--- src/hdl/kdpe_pkg.sv ---
// -----------------------------------------------------------------------------
// Key debounce package
// Widths, register indexes, reset values and types of the key debouncer.
// -----------------------------------------------------------------------------
package kdpe_pkg;

  localparam int KEY_W       = 8;
  localparam int CNT_W       = 8;
  localparam int CFG_IDX_W   = 2;
  localparam int CFG_DATA_W  = 8;
  localparam int NUM_KEYS_DEF = 8;

  localparam logic [CFG_IDX_W-1:0] CFG_LONG_PRESS    = 2'd0;
  localparam logic [CFG_IDX_W-1:0] CFG_SHORT_RELEASE = 2'd1;
  localparam logic [CFG_IDX_W-1:0] CFG_COUNT_CEILING = 2'd2;

  localparam logic [CNT_W-1:0] LONG_PRESS_RST    = 8'd40;
  localparam logic [CNT_W-1:0] SHORT_RELEASE_RST = 8'd100;
  localparam logic [CNT_W-1:0] COUNT_CEILING_RST = 8'd201;

  typedef enum logic [2:0] {
    PH_CAPTURE = 3'b001,
    PH_CHECK1  = 3'b010,
    PH_CHECK2  = 3'b100
  } phase_e;

  // Packed so that debounced_keys sits in the lowest bits.
  typedef struct packed {
    logic [KEY_W-1:0] long_press_events;
    logic [KEY_W-1:0] short_release_events;
    logic [KEY_W-1:0] debounced_keys;
  } result_t;

endpackage

--- src/hdl/key_debounce_press_events_top.sv ---
// -----------------------------------------------------------------------------
// Key debounce with short release and long press events
// Debounces a scanned key vector and tracks per-key hold counters.
// -----------------------------------------------------------------------------
//
// Channel   Direction  Handshake                 Payload
// s_axis    in         s_axis_tvalid/tready      tdata[7:0]   raw_keys
// m_axis    out        m_axis_tvalid/tready      tdata[23:0]  debounced, short, long
// cfg       in         cfg_valid_i/cfg_ready_o   cfg_index_i, cfg_data_i
//
// Each item's result is valid in the output register in the cycle after its
// acceptance; a new item can be accepted every cycle unless the input stalls.
// The output register frees in the same cycle that its result is taken, so the
// input stalls only while a result waits and the output side is not ready.
// Reset clears the debouncer, all hold state and loads the default registers.
// Configuration writes are always taken (cfg_ready_o is tied high).
module key_debounce_press_events_top #(
  parameter int NUM_KEYS = kdpe_pkg::NUM_KEYS_DEF
) (
  input  logic                              clk_i,
  input  logic                              rst_ni,
  input  logic                              s_axis_tvalid,
  output logic                              s_axis_tready,
  input  logic [kdpe_pkg::KEY_W-1:0]        s_axis_tdata,   // [7:0] raw_keys
  output logic                              m_axis_tvalid,
  input  logic                              m_axis_tready,
  // [7:0] debounced_keys, [15:8] short_release_events, [23:16] long_press_events
  output logic [3*kdpe_pkg::KEY_W-1:0]      m_axis_tdata,
  input  logic                              cfg_valid_i,
  output logic                              cfg_ready_o,
  input  logic [kdpe_pkg::CFG_IDX_W-1:0]    cfg_index_i,
  input  logic [kdpe_pkg::CFG_DATA_W-1:0]   cfg_data_i
);

  localparam int KW = kdpe_pkg::KEY_W;
  localparam int CW = kdpe_pkg::CNT_W;

  kdpe_pkg::phase_e  phase_q, phase_d;
  logic [KW-1:0]     cand_q, cand_d;
  logic [KW-1:0]     conf_q, conf_d;
  logic              held_q  [NUM_KEYS];
  logic              held_d  [NUM_KEYS];
  logic [CW-1:0]     count_q [NUM_KEYS];
  logic [CW-1:0]     count_d [NUM_KEYS];
  logic [CW-1:0]     long_q, short_q, ceil_q;
  logic              out_valid_q;
  kdpe_pkg::result_t out_q, result;

  logic          accept;
  logic          published;
  logic          changed;
  logic [KW-1:0] raw;
  logic [KW-1:0] short_ev;
  logic [KW-1:0] long_ev;

  assign raw           = s_axis_tdata;
  assign s_axis_tready = !out_valid_q || m_axis_tready;
  assign accept        = s_axis_tvalid && s_axis_tready;
  assign cfg_ready_o   = 1'b1;
  assign m_axis_tvalid = out_valid_q;
  assign m_axis_tdata  = out_q;

  always_comb begin
    phase_d   = phase_q;
    cand_d    = cand_q;
    published = 1'b0;
    unique case (phase_q)
      kdpe_pkg::PH_CAPTURE: begin
        cand_d  = raw;
        phase_d = kdpe_pkg::PH_CHECK1;
      end
      kdpe_pkg::PH_CHECK1: begin
        if (cand_q == raw) begin
          phase_d = kdpe_pkg::PH_CHECK2;
        end else begin
          cand_d  = '0;
          phase_d = kdpe_pkg::PH_CAPTURE;
        end
      end
      kdpe_pkg::PH_CHECK2: begin
        phase_d   = kdpe_pkg::PH_CAPTURE;
        published = (cand_q == raw);
        cand_d    = '0;
      end
      default: begin
        phase_d = kdpe_pkg::PH_CAPTURE;
      end
    endcase
  end

  assign conf_d  = published ? raw : conf_q;
  assign changed = published && (raw != conf_q);

  for (genvar i = 0; i < NUM_KEYS; i++) begin : g_key
    logic          held_mid;
    logic [CW-1:0] count_mid;
    logic [CW:0]   count_inc;

    always_comb begin
      held_mid    = held_q[i];
      count_mid   = count_q[i];
      short_ev[i] = 1'b0;
      if (changed) begin
        if (raw[i]) begin
          if (count_q[i] == '0) begin
            held_mid = 1'b1;
          end
        end else if (held_q[i]) begin
          short_ev[i] = (count_q[i] != '0) && (count_q[i] <= short_q);
          held_mid    = 1'b0;
          count_mid   = '0;
        end
      end
    end

    assign count_inc = {1'b0, count_mid} + {{CW{1'b0}}, 1'b1};

    always_comb begin
      long_ev[i] = 1'b0;
      held_d[i]  = held_mid;
      count_d[i] = '0;
      if (held_mid) begin
        if (count_inc == {1'b0, long_q}) begin
          long_ev[i] = 1'b1;
          count_d[i] = count_inc[CW-1:0];
        end else if (count_inc >= {1'b0, ceil_q}) begin
          count_d[i] = ceil_q;
        end else begin
          count_d[i] = count_inc[CW-1:0];
        end
      end
    end

    always_ff @(posedge clk_i or negedge rst_ni) begin
      if (!rst_ni) begin
        held_q[i]  <= 1'b0;
        count_q[i] <= '0;
      end else if (accept) begin
        held_q[i]  <= held_d[i];
        count_q[i] <= count_d[i];
      end
    end
  end

  for (genvar j = NUM_KEYS; j < KW; j++) begin : g_unused
    assign short_ev[j] = 1'b0;
    assign long_ev[j]  = 1'b0;
  end

  assign result.debounced_keys       = conf_d;
  assign result.short_release_events = short_ev;
  assign result.long_press_events    = long_ev;

  always_ff @(posedge clk_i or negedge rst_ni) begin
    if (!rst_ni) begin
      phase_q     <= kdpe_pkg::PH_CAPTURE;
      cand_q      <= '0;
      conf_q      <= '0;
      out_valid_q <= 1'b0;
    end else begin
      if (accept) begin
        phase_q <= phase_d;
        cand_q  <= cand_d;
        conf_q  <= conf_d;
      end
      if (accept) begin
        out_valid_q <= 1'b1;
      end else if (m_axis_tready) begin
        out_valid_q <= 1'b0;
      end
    end
  end

  always_ff @(posedge clk_i) begin
    if (accept) begin
      out_q <= result;
    end
  end

  always_ff @(posedge clk_i or negedge rst_ni) begin
    if (!rst_ni) begin
      long_q  <= kdpe_pkg::LONG_PRESS_RST;
      short_q <= kdpe_pkg::SHORT_RELEASE_RST;
      ceil_q  <= kdpe_pkg::COUNT_CEILING_RST;
    end else if (cfg_valid_i && cfg_ready_o) begin
      unique case (cfg_index_i)
        kdpe_pkg::CFG_LONG_PRESS:    long_q  <= cfg_data_i;
        kdpe_pkg::CFG_SHORT_RELEASE: short_q <= cfg_data_i;
        kdpe_pkg::CFG_COUNT_CEILING: ceil_q  <= cfg_data_i;
        default: ;
      endcase
    end
  end

endmodule

--- config.mk ---
export PLATFORM = sky130hd
export DESIGN_NAME = key_debounce_press_events_top
export DESIGN_NICKNAME = d
export VERILOG_FILES = /design/src/hdl/kdpe_pkg.sv /design/src/hdl/key_debounce_press_events_top.sv
export SDC_FILE = /design/constraint.sdc
export NUM_CORES = 1
export LEC_CHECK = 0
export BUFFER_PORTS_ARGS = -buffer_cell sky130_fd_sc_hd__buf_2
export CAP_MARGIN = 10
export CORE_MARGIN = 10
export CORE_UTILIZATION = 35
export CTS_CLUSTER_SIZE = 40
export DETAILED_ROUTE_END_ITERATION = 7
export GPL_TIMING_DRIVEN = 0
export HOLD_SLACK_MARGIN = 0.15
export PLACE_DENSITY_LB_ADDON = 0.2
export REMOVE_ABC_BUFFERS = 1
export SYNTH_ARGS = -nofsm -noshare
export SYNTH_HDL_FRONTEND = slang
export SYNTH_SLANG_ARGS = --single-unit
--- constraint.sdc ---
create_clock -name clk_i -period 4.2 [get_ports clk_i]
set_clock_uncertainty 0.05 [all_clocks]
set_input_delay 0.21 -clock clk_i [delete_from_list [all_inputs] [get_ports clk_i]]
set_output_delay 0.21 -clock clk_i [all_outputs]
set_load 0.05 [all_outputs]
# ---- After elaboration in Yosys (flattened, before gate mapping)
# Cells that the tools add are included.
dict set report classes {
  addsub 8
  n_lt_le_gt_ge 16
  eq_ne 16
  mux 88
  bitwise_logic 9
  n_reduce_logical 43
}
# op count
set ops {}
lappend ops {{8-bit two-way mux} 50}
lappend ops {{8-bit by 1-bit adder with 9-bit output (second input constant)} 8}
lappend ops {{9-bit by 8-bit equality test with 1-bit output} 8}
lappend ops {{9-bit by 8-bit greater-or-equal comparator with 1-bit output} 8}
lappend ops {{8-bit less-or-equal comparator} 8}
lappend ops {{8-bit logical NOT} 8}
lappend ops {{8-bit nonzero test} 8}
lappend ops {{1-bit two-way mux} 35}
lappend ops {{8-bit case mux with 3 select lines} 1}
lappend ops {{3-bit OR reduction} 8}
lappend ops {{1-bit logical AND} 10}
lappend ops {{1-bit NOT} 9}
lappend ops {{8-bit equality test} 1}
lappend ops {{8-bit != test} 1}
lappend ops {{3-bit case mux with 2 select lines} 1}
lappend ops {{2-bit AND reduction} 3}
lappend ops {{3-bit by 1-bit equality test with 1-bit output (second input constant)} 1}
lappend ops {{3-bit by 2-bit equality test with 1-bit output (second input constant)} 1}
lappend ops {{3-bit equality test (second input constant)} 1}
lappend ops {{3-bit two-way mux} 1}
lappend ops {{3-bit AND reduction} 1}
lappend ops {{3-bit nonzero test} 1}
lappend ops {{2-bit by 1-bit equality test with 1-bit output (second input constant)} 1}
lappend ops {{2-bit equality test (second input constant)} 1}
lappend ops {{5 further kinds} 5}
dict set report totals {
  register_bits 140
  input_bits 23
}

# ---- Depth between registers and ports, before layout
# Gate-level depths: netlist of run 1.
dict set report logic_depth {
  ltp_word 9
  ltp_mapped 22
}

# ---- Least setup slack after synthesis of run 1
# OpenSTA, ideal clock, no wires.
dict set report synth_timing {
  path_type {reg-to-reg}
  from {register cand_q[3]}
  to {register count_q[45] (netlist bit)}
  arrival_ns 3.927
  t_required_ns 4.024
  slack_ns 0.097
  stages_incl_launch_ff 21
  path_buffers 2
  period_less_slack_ns 4.103
  path_cell_list {dfrtp_1 > xor2_2 > nor4_4 > nand3_4 > buf_6 > nor3_2 > nor2_1 > ha_1 > nand3_1 > xnor2_1 > nor2_1 > ha_1 > nand3_1 > o22ai_1 > o21a_1 > o21ai_0 > a21boi_0 > o21ai_2 > buf_4 > nor3_1 > a221o_1}
}
dict set report synth_via {
  elab_chain_cells 9
  elab_cells_between_ends 11
}
# element line_no
set synth_rtl {}
lappend synth_rtl {{start: declaration} key_debounce_press_events_top.sv:39} ;# logic [KW-1:0] cand_q, cand_d;
lappend synth_rtl {{start signal: assignment} key_debounce_press_events_top.sv:163} ;# cand_q <= cand_d;
lappend synth_rtl {{8-bit equality test (*)} key_debounce_press_events_top.sv:82} ;# published = (cand_q == raw);
lappend synth_rtl {{1-bit two-way mux (*)} key_debounce_press_events_top.sv:67} ;# unique case (phase_q)
lappend synth_rtl {{1-bit logical AND (*)} key_debounce_press_events_top.sv:92} ;# assign changed = published && (raw != conf_q);
lappend synth_rtl {{8-bit two-way mux} key_debounce_press_events_top.sv:103} ;# if (changed) begin
lappend synth_rtl {{8-bit by 1-bit adder with 9-bit output} key_debounce_press_events_top.sv:116} ;# assign count_inc = {1'b0, count_mid} + {{CW{1'b0}}, 1'b1};
lappend synth_rtl {{9-bit by 8-bit greater-or-equal comparator with 1-bit output} key_debounce_press_events_top.sv:126} ;# end else if (count_inc >= {1'b0, ceil_q}) begin
lappend synth_rtl {{8-bit two-way mux} key_debounce_press_events_top.sv:126}
lappend synth_rtl {{8-bit two-way mux} key_debounce_press_events_top.sv:123} ;# if (count_inc == {1'b0, long_q}) begin
lappend synth_rtl {{8-bit two-way mux (*)} key_debounce_press_events_top.sv:122} ;# if (held_mid) begin
lappend synth_rtl {{end signal: indexed assignment} key_debounce_press_events_top.sv:140} ;# count_q[i] <= count_d[i];
lappend synth_rtl {{end: declaration} key_debounce_press_events_top.sv:43} ;# logic [CW-1:0] count_q [NUM_KEYS];
# Mark *: on every way between the ends. The rest lies on a longest branch, timed or not.
# A chain may end at the register's enable or synchronous reset.

# ---- Worst setup path after layout of run 1
dict set report layout_timing {
  from {register cand_q[5]}
  to {register count_q[47] (netlist bit)}
}
# Same word-level chain as after synthesis.

==> metrics.md, run 1 <==
| Metric | Value |
|---|---|
| Pint | `3.02 mW` |
| Die footprint | `43900 um^2` |
| First-pass GRT wire length | `71900 um` |
| Distinct cells, synth | `95` |
| Layout cell share with drive strength beyond 1 | `23.7%` |
| Sequential share of the synthesized area | `28.9%` |
| Post-Route WL | `48900 um` |
| Drt wl/cell | `23.9 um` |
| DR vias | `12400` |
| Slowest CP cell | `dfrtp_1` |
| Most frequent cells in the layout | `186 x nand2_1, 124 x ha_1, 106 x dfrtp_1` |
| CP arrival | `4.61 ns` |
| R2r startpoint | `cand_q[5]` |
| Synth Register Bits | `140` |
| Final Hold Vio Count | `0` |
| Fin. max-slew vios | `0` |
| Worst-path maximum fanout | `6` |
| Violated checks | `setup timing` |
| PD cells | `299 nW/um^2` |
| Sw frac | `36.1%` |
| Detailed Place HPWL | `29400 um` |
| CP delay by family, top | `simple AND/OR/NAND/NOR gates` |
| CP Cell Sequence | `xor2_2 -> nor4_4 -> buf_4 -> nand3_4 -> buf_12 -> buf_4 -> nor3_4 -> nor2b_2 -> ha_4 -> nand3_4 -> xnor2_2 -> nor2_1 -> ha_1 -> nand3_2 -> o22ai_2 -> o21a_1 -> o21ai_2 -> a21boi_4 -> o21ai_4 -> buf_4 -> nor3_2 -> a221o_1` |
| Cells after Synth | `1455` |
| Clock power share | `36.3%` |
| WS Path Type | `reg2reg` |
| Switch Pwr | `1.71 mW` |
| Mapped Avg Cell Area | `8.64 um^2` |
| Min cycle time layout | `4.33 ns` |
| Chip height | `210 um` |
| Most common cell after layout, fill and taps aside | `nand2_1` |
| Antenna Cells | `0` |
| DRC | `0` |
| Worst-Margin Slew | `1.22 ns` |
| Leakage | `6.69 nW` |
| PortBufs | `48` |
| WP data required | `4.49 ns` |
| HP Class | `in2reg` |
| Clock sink total | `140` |
| Tcrit/Tclk final | `103%` |
| Power Total | `4.73 mW` |
| Critical path's largest stage delay | `0.40 ns` |
| Footprint of the multi-input gates | `9350 um^2` |
| Antenna viol nets, final | `0` |
| Crit start category | `register` |
| Maximum VDD drop | `0.000311 V` |
| Synthesized cell area | `12600 um^2` |
| Combinational share of power | `26.8%` |
| GR Overflow Total | `0` |
| DIE WIDTH | `210 um` |
| Area Overhead vs Synth | `25.7%` |
| Antenna violations before repair | `0` |
| Fraction of registers with async set/reset | `82.9%` |
| Register area | `3640 um^2` |
| Clock latency on the worst-skew pair | `0.46 ns` |
| Worst Setup SP | `cand_q[5]` |
| Post-synth EDFFs | `24` |
| Syn. warnings | `0` |
| Maximum clock rate | `231 MHz` |
| Setup WS post-layout | `-0.126 ns` |
| Vias in the first global route | `11700` |
| Synth area leader | `dfrtp_1` |
| Reg power frac | `36.8%` |
| Rel. slew slack | `18.7%` |
| Maximum root-to-sink buffer count | `2` |
| CTS Buf Count | `17` |
| Main synth FF type | `dfrtp_1` |
| Largest net degree at the start of global routing | `66` |
| Critical path endpoint category | `register` |
| Initial Util | `35.4%` |
| DRT Pass-1 Iters | `6` |
| Dpl ws | `-1.52 ns` |
| Vias per inst | `6.07` |
| Post-synth top area share | `21.1%` |
| Clk slew on worst S/H paths | `0.06 ns` |
| DRT iter0 DRCs | `1200` |
| Hold slack | `0.189 ns` |
| Filler Cell Count | `3390` |
| Setup Viol. Count Final | `18` |
| Gpl congestion | `0.918` |
| CP most frequent cell | `buf_4` |
| Hold path startpoint | `s_axis_tdata[7]` |
| # rows | `69` |
| CP Buf/Inv Count | `4` |
| Nets@finish | `1735` |
| Maxcap violations | `0` |
| Unrepaired setup endpoints after global routing | `true` |
| H-tree depth | `4` |
| Synth top area cells | `dfrtp_1 21%, ha_1 14%, edfxtp_1 5.7%` |
| Root Driver | `clkbuf_16` |
| Core Footprint | `35500 um^2` |
| Status | `complete, but fails checks` |
| GR Util All Layers | `21.2%` |
| CTS tree | `built` |
| Io pins | `50` |
## routing by layer
| layer | track usage, % | share of wire [%] | vias to the layer above |
|---|---|---|---|
| li1 | - | - | 5644 |
| met1 | 29.2 | 45 | 6132 |
| met2 | 31.6 | 43 | 557 |
| met3 | 3.99 | 7.7 | 110 |
| met4 | 8.96 | 3.8 | 2 |
| met5 | 1.72 | 0.14 | - |
## repair_timing
item	4_1_cts	5_1_grt
pin swaps	23	85
hold endpoints to repair	109	0
buffers inserted	40	58
cloned	5	2
hold buffers	26	0
gates resized for setup	60	147
endpoints found under the setup margin	74	66
## worst reg2reg max path: stages (launching register included)
cell,delay [ns]
dfrtp_1,0.40
xor2_2,0.17
nor4_4,0.33
buf_4,0.17
nand3_4,0.13
buf_12,0.18
buf_4,0.14
nor3_4,0.30
nor2b_2,0.10
ha_4,0.19
nand3_4,0.13
xnor2_2,0.13
nor2_1,0.07
ha_1,0.32
nand3_2,0.10
o22ai_2,0.08
o21a_1,0.18
o21ai_2,0.16
a21boi_4,0.09
o21ai_4,0.29
buf_4,0.18
nor3_2,0.04
a221o_1,0.27
## power groups by stage
stage | clock, mW | combinational, mW | sequential, mW
floorplan | 0 | 0.669 | 1.67
global placement | 0 | 1.04 | 1.74
detailed placement | 0 | 1.08 | 1.75
CTS | 1.75 | 1.15 | 1.72
global route | 1.79 | 1.37 | 1.74
finish | 1.72 | 1.27 | 1.74
## sequential cells by signal, summed over array words and instances, names as in the netlist
| name | count |
|---|---|
| count_q | 64 |
| long_q | 8 |
| short_q | 8 |
| cand_q | 8 |
| m_axis_tdata | 24 |
| conf_q | 8 |
| ceil_q | 8 |
| held_q | 8 |
| m_axis_tvalid | 1 |
| phase_q | 3 |
## Yosys cell counts, types with 11 or more instances
cell type  instances
nand4_1           34
clkbuf_1          48
nand3_1           46
o311ai_1          11
ha_1             136
nor4_1            31
and3_1            15
o31ai_1           23
mux2i_1           23
mux2_2            21
inv_1             40
o21a_1            21
nor3_1            36
nand2b_1          21
xnor2_1           61
edfxtp_1          24
xor2_1            35
a21o_1            24
dfrtp_1          106
a21oi_1           42
o21ai_0           76
o22ai_1           12
a31oi_1           16
and2_1            17
nand2_1          189
nor2b_1           25
a221o_1           19
nor2_1           115
## kinds of logic after synthesis
group | after synthesis | share of synthesized area (%)
AND/OR/NAND/NOR | 574 | 22.7
AO/OA/AOI/OAI | 339 | 19.3
flip-flops | 140 | 28.9
adder cells (fa/ha/maj) | 136 | 13.5
buffers and inverters | 121 | 4.57
XOR/XNOR | 99 | 7.17
multiplexers | 45 | 3.83
other | 1 | 0.0298
## stage by stage
| stage | TNS, ns | utilization (%) | instances | area, um^2 |
|---|---|---|---|---|
| after floorplan | -135.26 | - | 1375 | 12200 |
| after global placement | -386.65 | 36.6 | 1884 | 13000 |
| after detailed placement | -66.89 | 36.9 | 1887 | 13100 |
| after CTS | 0 | 41.2 | 1990 | 14600 |
| after global routing | -5.48 | 44.5 | 2050 | 15800 |
| final | -1.03 | 44.5 | 2050 | 15800 |
## layout make-up
type / instances / area share (%)
Multi-Input combinational cell: 1200 / 59.2
Tap cell: 461 / 3.65
Clock inverter: 11 / 1.21
Inverter: 41 / 0.982
Sequential cell: 140 / 23.0
Clock buffer: 21 / 2.79
Timing Repair Buffer: 176 / 9.21
## path summary, 6_finish.rpt
kind                               endpoint  cells after the start  slack, ns
worst max register to register  count_q[47]                     22      -0.13
max in group asynchronous       count_q[30]                      3       3.12
worst min-delay path              conf_q[7]                      5       0.19
worst max-delay path            count_q[47]                     22      -0.13
worst min register to register    cand_q[1]                      2       0.45
min in group asynchronous       count_q[32]                      2       0.24
No activity file was read; power rests on OpenSTA's default activity.
==> run 2: changes to the inputs <==
- CORE_UTILIZATION: 35 -> 45
==> metrics.md, run 2 (synthesis results as in run 1) <==
| Metric | Value |
|---|---|
| Status | `complete, but fails checks` |
| Violated checks | `setup timing` |
| GR Util All Layers | `24.9% (+3.6 points)` |
| Vias per inst | `6.37 (+4.9%)` |
| Detailed Place HPWL | `28300 um (-3.9%)` |
| Core Footprint | `27700 um^2 (-22%)` |
| # rows | `61 (-12%)` |
| Max reg flops | `64 (unchanged)` |
| Maximum VDD drop | `0.000271 V (-13%)` |
| PortBufs | `48 (unchanged)` |
| CP Cell Sequence | `xor2_2 -> nor4_4 -> nand3_4 -> buf_12 -> buf_4 -> nor3_4 -> nor2b_2 -> ha_4 -> nand3_4 -> xor2_4 -> xnor2_1 -> a32oi_1 -> o32ai_1 -> nand3_1 -> o22ai_4 -> buf_12 -> buf_6 -> mux2i_2 -> o31ai_1` |
| Antenna viol nets, final | `0 (unchanged)` |
| Clk slew on worst S/H paths | `0.07 ns (about the same)` |
| DR vias | `12300 (-0.88%)` |
| Root Driver | `clkbuf_16` |
| Setup Viol. Count Final | `2 (-16)` |
| Rel. slew slack | `17.1% (-1.6 points)` |
| Critical path endpoint category | `register` |
| Worst-path maximum fanout | `7 (+1)` |
| Most common cell after layout, fill and taps aside | `nand2_1` |
| First-pass GRT wire length | `68800 um (-4.3%)` |
| Min cycle time layout | `4.26 ns (-0.0629 ns)` |
| Hold slack | `0.148 ns (-0.0402 ns)` |
| Reg power frac | `38.7% (+1.9 points)` |
| Die footprint | `35000 um^2 (-20%)` |
| HP Class | `in2reg` |
| Crit start category | `register` |
| Dpl ws | `-1.45 ns (+0.0753 ns)` |
| Maximum clock rate | `235 MHz (+1.5%)` |
| Combinational share of power | `26.8% (about the same)` |
| Most frequent cells in the layout | `187 x nand2_1, 125 x ha_1, 106 x dfrtp_1` |
| Maximum root-to-sink buffer count | `2 (unchanged)` |
| Switch Pwr | `1.71 mW (+0.30%)` |
| Antenna Cells | `0 (unchanged)` |
| Final Hold Vio Count | `0 (unchanged)` |
| CTS tree | `built` |
| Gpl congestion | `0.935 (+2.0%)` |
| Power Total | `4.49 mW (-5.1%)` |
| Chip height | `187 um (-11%)` |
| Tcrit/Tclk final | `101% (-1.5 points)` |
| Setup WS post-layout | `-0.0628 ns (+0.0629 ns)` |
| Vias in the first global route | `11600 (-0.75%)` |
| Area Overhead vs Synth | `21.2%` |
| DRT Pass-1 Iters | `7 (+1)` |
| DRC | `0 (unchanged)` |
| WP data required | `4.44 ns (-0.05 ns)` |
| Clock sink total | `140 (unchanged)` |
| Slowest CP cell | `dfrtp_1` |
| Pint | `2.77 mW (-8.2%)` |
| Initial Util | `45.4% (+10 points)` |
| Io pins | `50 (unchanged)` |
| Nets@finish | `1705 (-1.7%)` |
| PD cells | `294 nW/um^2 (-1.6%)` |
| CTS Buf Count | `17 (unchanged)` |
| Top reg by flops | `count_q` |
| WS Path Type | `reg2reg` |
| Worst-Margin Slew | `1.24 ns (+0.0236 ns)` |
| Maxcap violations | `0 (unchanged)` |
| CP arrival | `4.50 ns (-0.11 ns)` |
| Clock power share | `34.5% (-1.8 points)` |
| Fin. max-slew vios | `0 (unchanged)` |
| DIE WIDTH | `187 um (-11%)` |
| Antenna violations before repair | `1 (+1)` |
| Leakage | `6.45 nW (-3.5%)` |
| GR Overflow Total | `0 (unchanged)` |
| DRT iter0 DRCs | `1474 (+23%)` |
| Clock latency on the worst-skew pair | `0.45 ns (about the same)` |
| Unrepaired setup endpoints after global routing | `true` |
| Sw frac | `38.2% (+2.1 points)` |
| Layout cell share with drive strength beyond 1 | `21.6% (-2.1 points)` |
| Post-Route WL | `45700 um (-6.6%)` |
| H-tree depth | `4 (unchanged)` |
| Critical path's largest stage delay | `0.41 ns (about the same)` |
| Largest net degree at the start of global routing | `73 (+11%)` |
| Drt wl/cell | `23.6 um (-1.2%)` |
-- run 2: cell count changes in the layout (fill, tap and decap cells not counted), moves of 3 or more --
cell / delta
buf_4: -26
inv_6: +6
nor2_1: +5
bufinv_16: -4
clkbuf_1: -4
inv_8: +3
nor2_4: -3
o21ai_0: +3
o31ai_2: -3
xnor2_1: +3
xnor2_2: -3
xor2_2: +3
-- run 2: critical path: cells and delay by family, from the launching register on --
kind | cells | cell delay (ns)
AND/OR/NAND/NOR | 6 | 1.18
multiplexers | 1 | 0.26
buffers and inverters | 4 | 0.59
flip-flops | 1 | 0.41
AO/OA/AOI/OAI | 4 | 0.84
XOR/XNOR | 3 | 0.54
adder cells (fa/ha/maj) | 1 | 0.21
-- run 2: final timing paths --
path / start / to / slack [ns] / depth (start not counted)
worst min-delay path: s_axis_tdata[6] / conf_q[6] / 0.15 / 5
max in group asynchronous: rst_ni / ceil_q[6] / 3.10 / 3
worst max register to register: cand_q[0] / count_q[50] / -0.06 / 19
worst max-delay path: cand_q[0] / count_q[50] / -0.06 / 19
min in group asynchronous: rst_ni / cand_q[1] / 0.21 / 2
worst min register to register: cand_q[2] / cand_q[2] / 0.45 / 2
-- run 2: repair_timing --
action	in CTS	in global routing
hold buffers	25	0
buffers inserted	41	31
setup endpoints to repair	71	65
gates cloned	4	0
pin swaps	25	56
endpoints found under the hold margin	143	0
gates resized for setup	72	102
-- run 2: per-layer routing --
metal,share of wire [%],global-route usage (%),up-vias
met3,8.8,4.85,139
li1,-,-,5577
met2,43,37.4,662
met4,4.6,10.7,0
met1,43,34.0,5957
met5,0,0,-
-- run 2: cell type report --
cell class | count | area (um^2)
clock buffers | 17 | 425
clock inverters | 15 | 151
fillers | 2492 | 12500
inverters | 41 | 155
multi-input cells | 1198 | 9190
flip-flops and latches | 140 | 3640
well taps | 378 | 473
repair buffers | 148 | 1220
-- run 2: power by group through the flow --
stage | Sequential (mW) | Clock [mW] | Combinational [mW]
global placement | 1.74 | 0 | 1.02
detailed placement | 1.74 | 0 | 1.06
floorplan | 1.67 | 0 | 0.669
CTS | 1.72 | 1.56 | 1.13
global route | 1.74 | 1.62 | 1.31
finish | 1.74 | 1.55 | 1.20
-- run 2: through the flow --
stage | TNS (ns) | std cells | instance area (um^2) | utilization, %
final | -0.0696 | 1937 | 15200 | 55.0
after global routing | -3.17 | 1937 | 15200 | 55.0
after CTS | 0 | 1906 | 14500 | 52.3
after detailed placement | -59.75 | 1804 | 13000 | 46.8
after global placement | -358.42 | 1801 | 12900 | 46.5
after floorplan | -135.26 | 1375 | 12200 | -
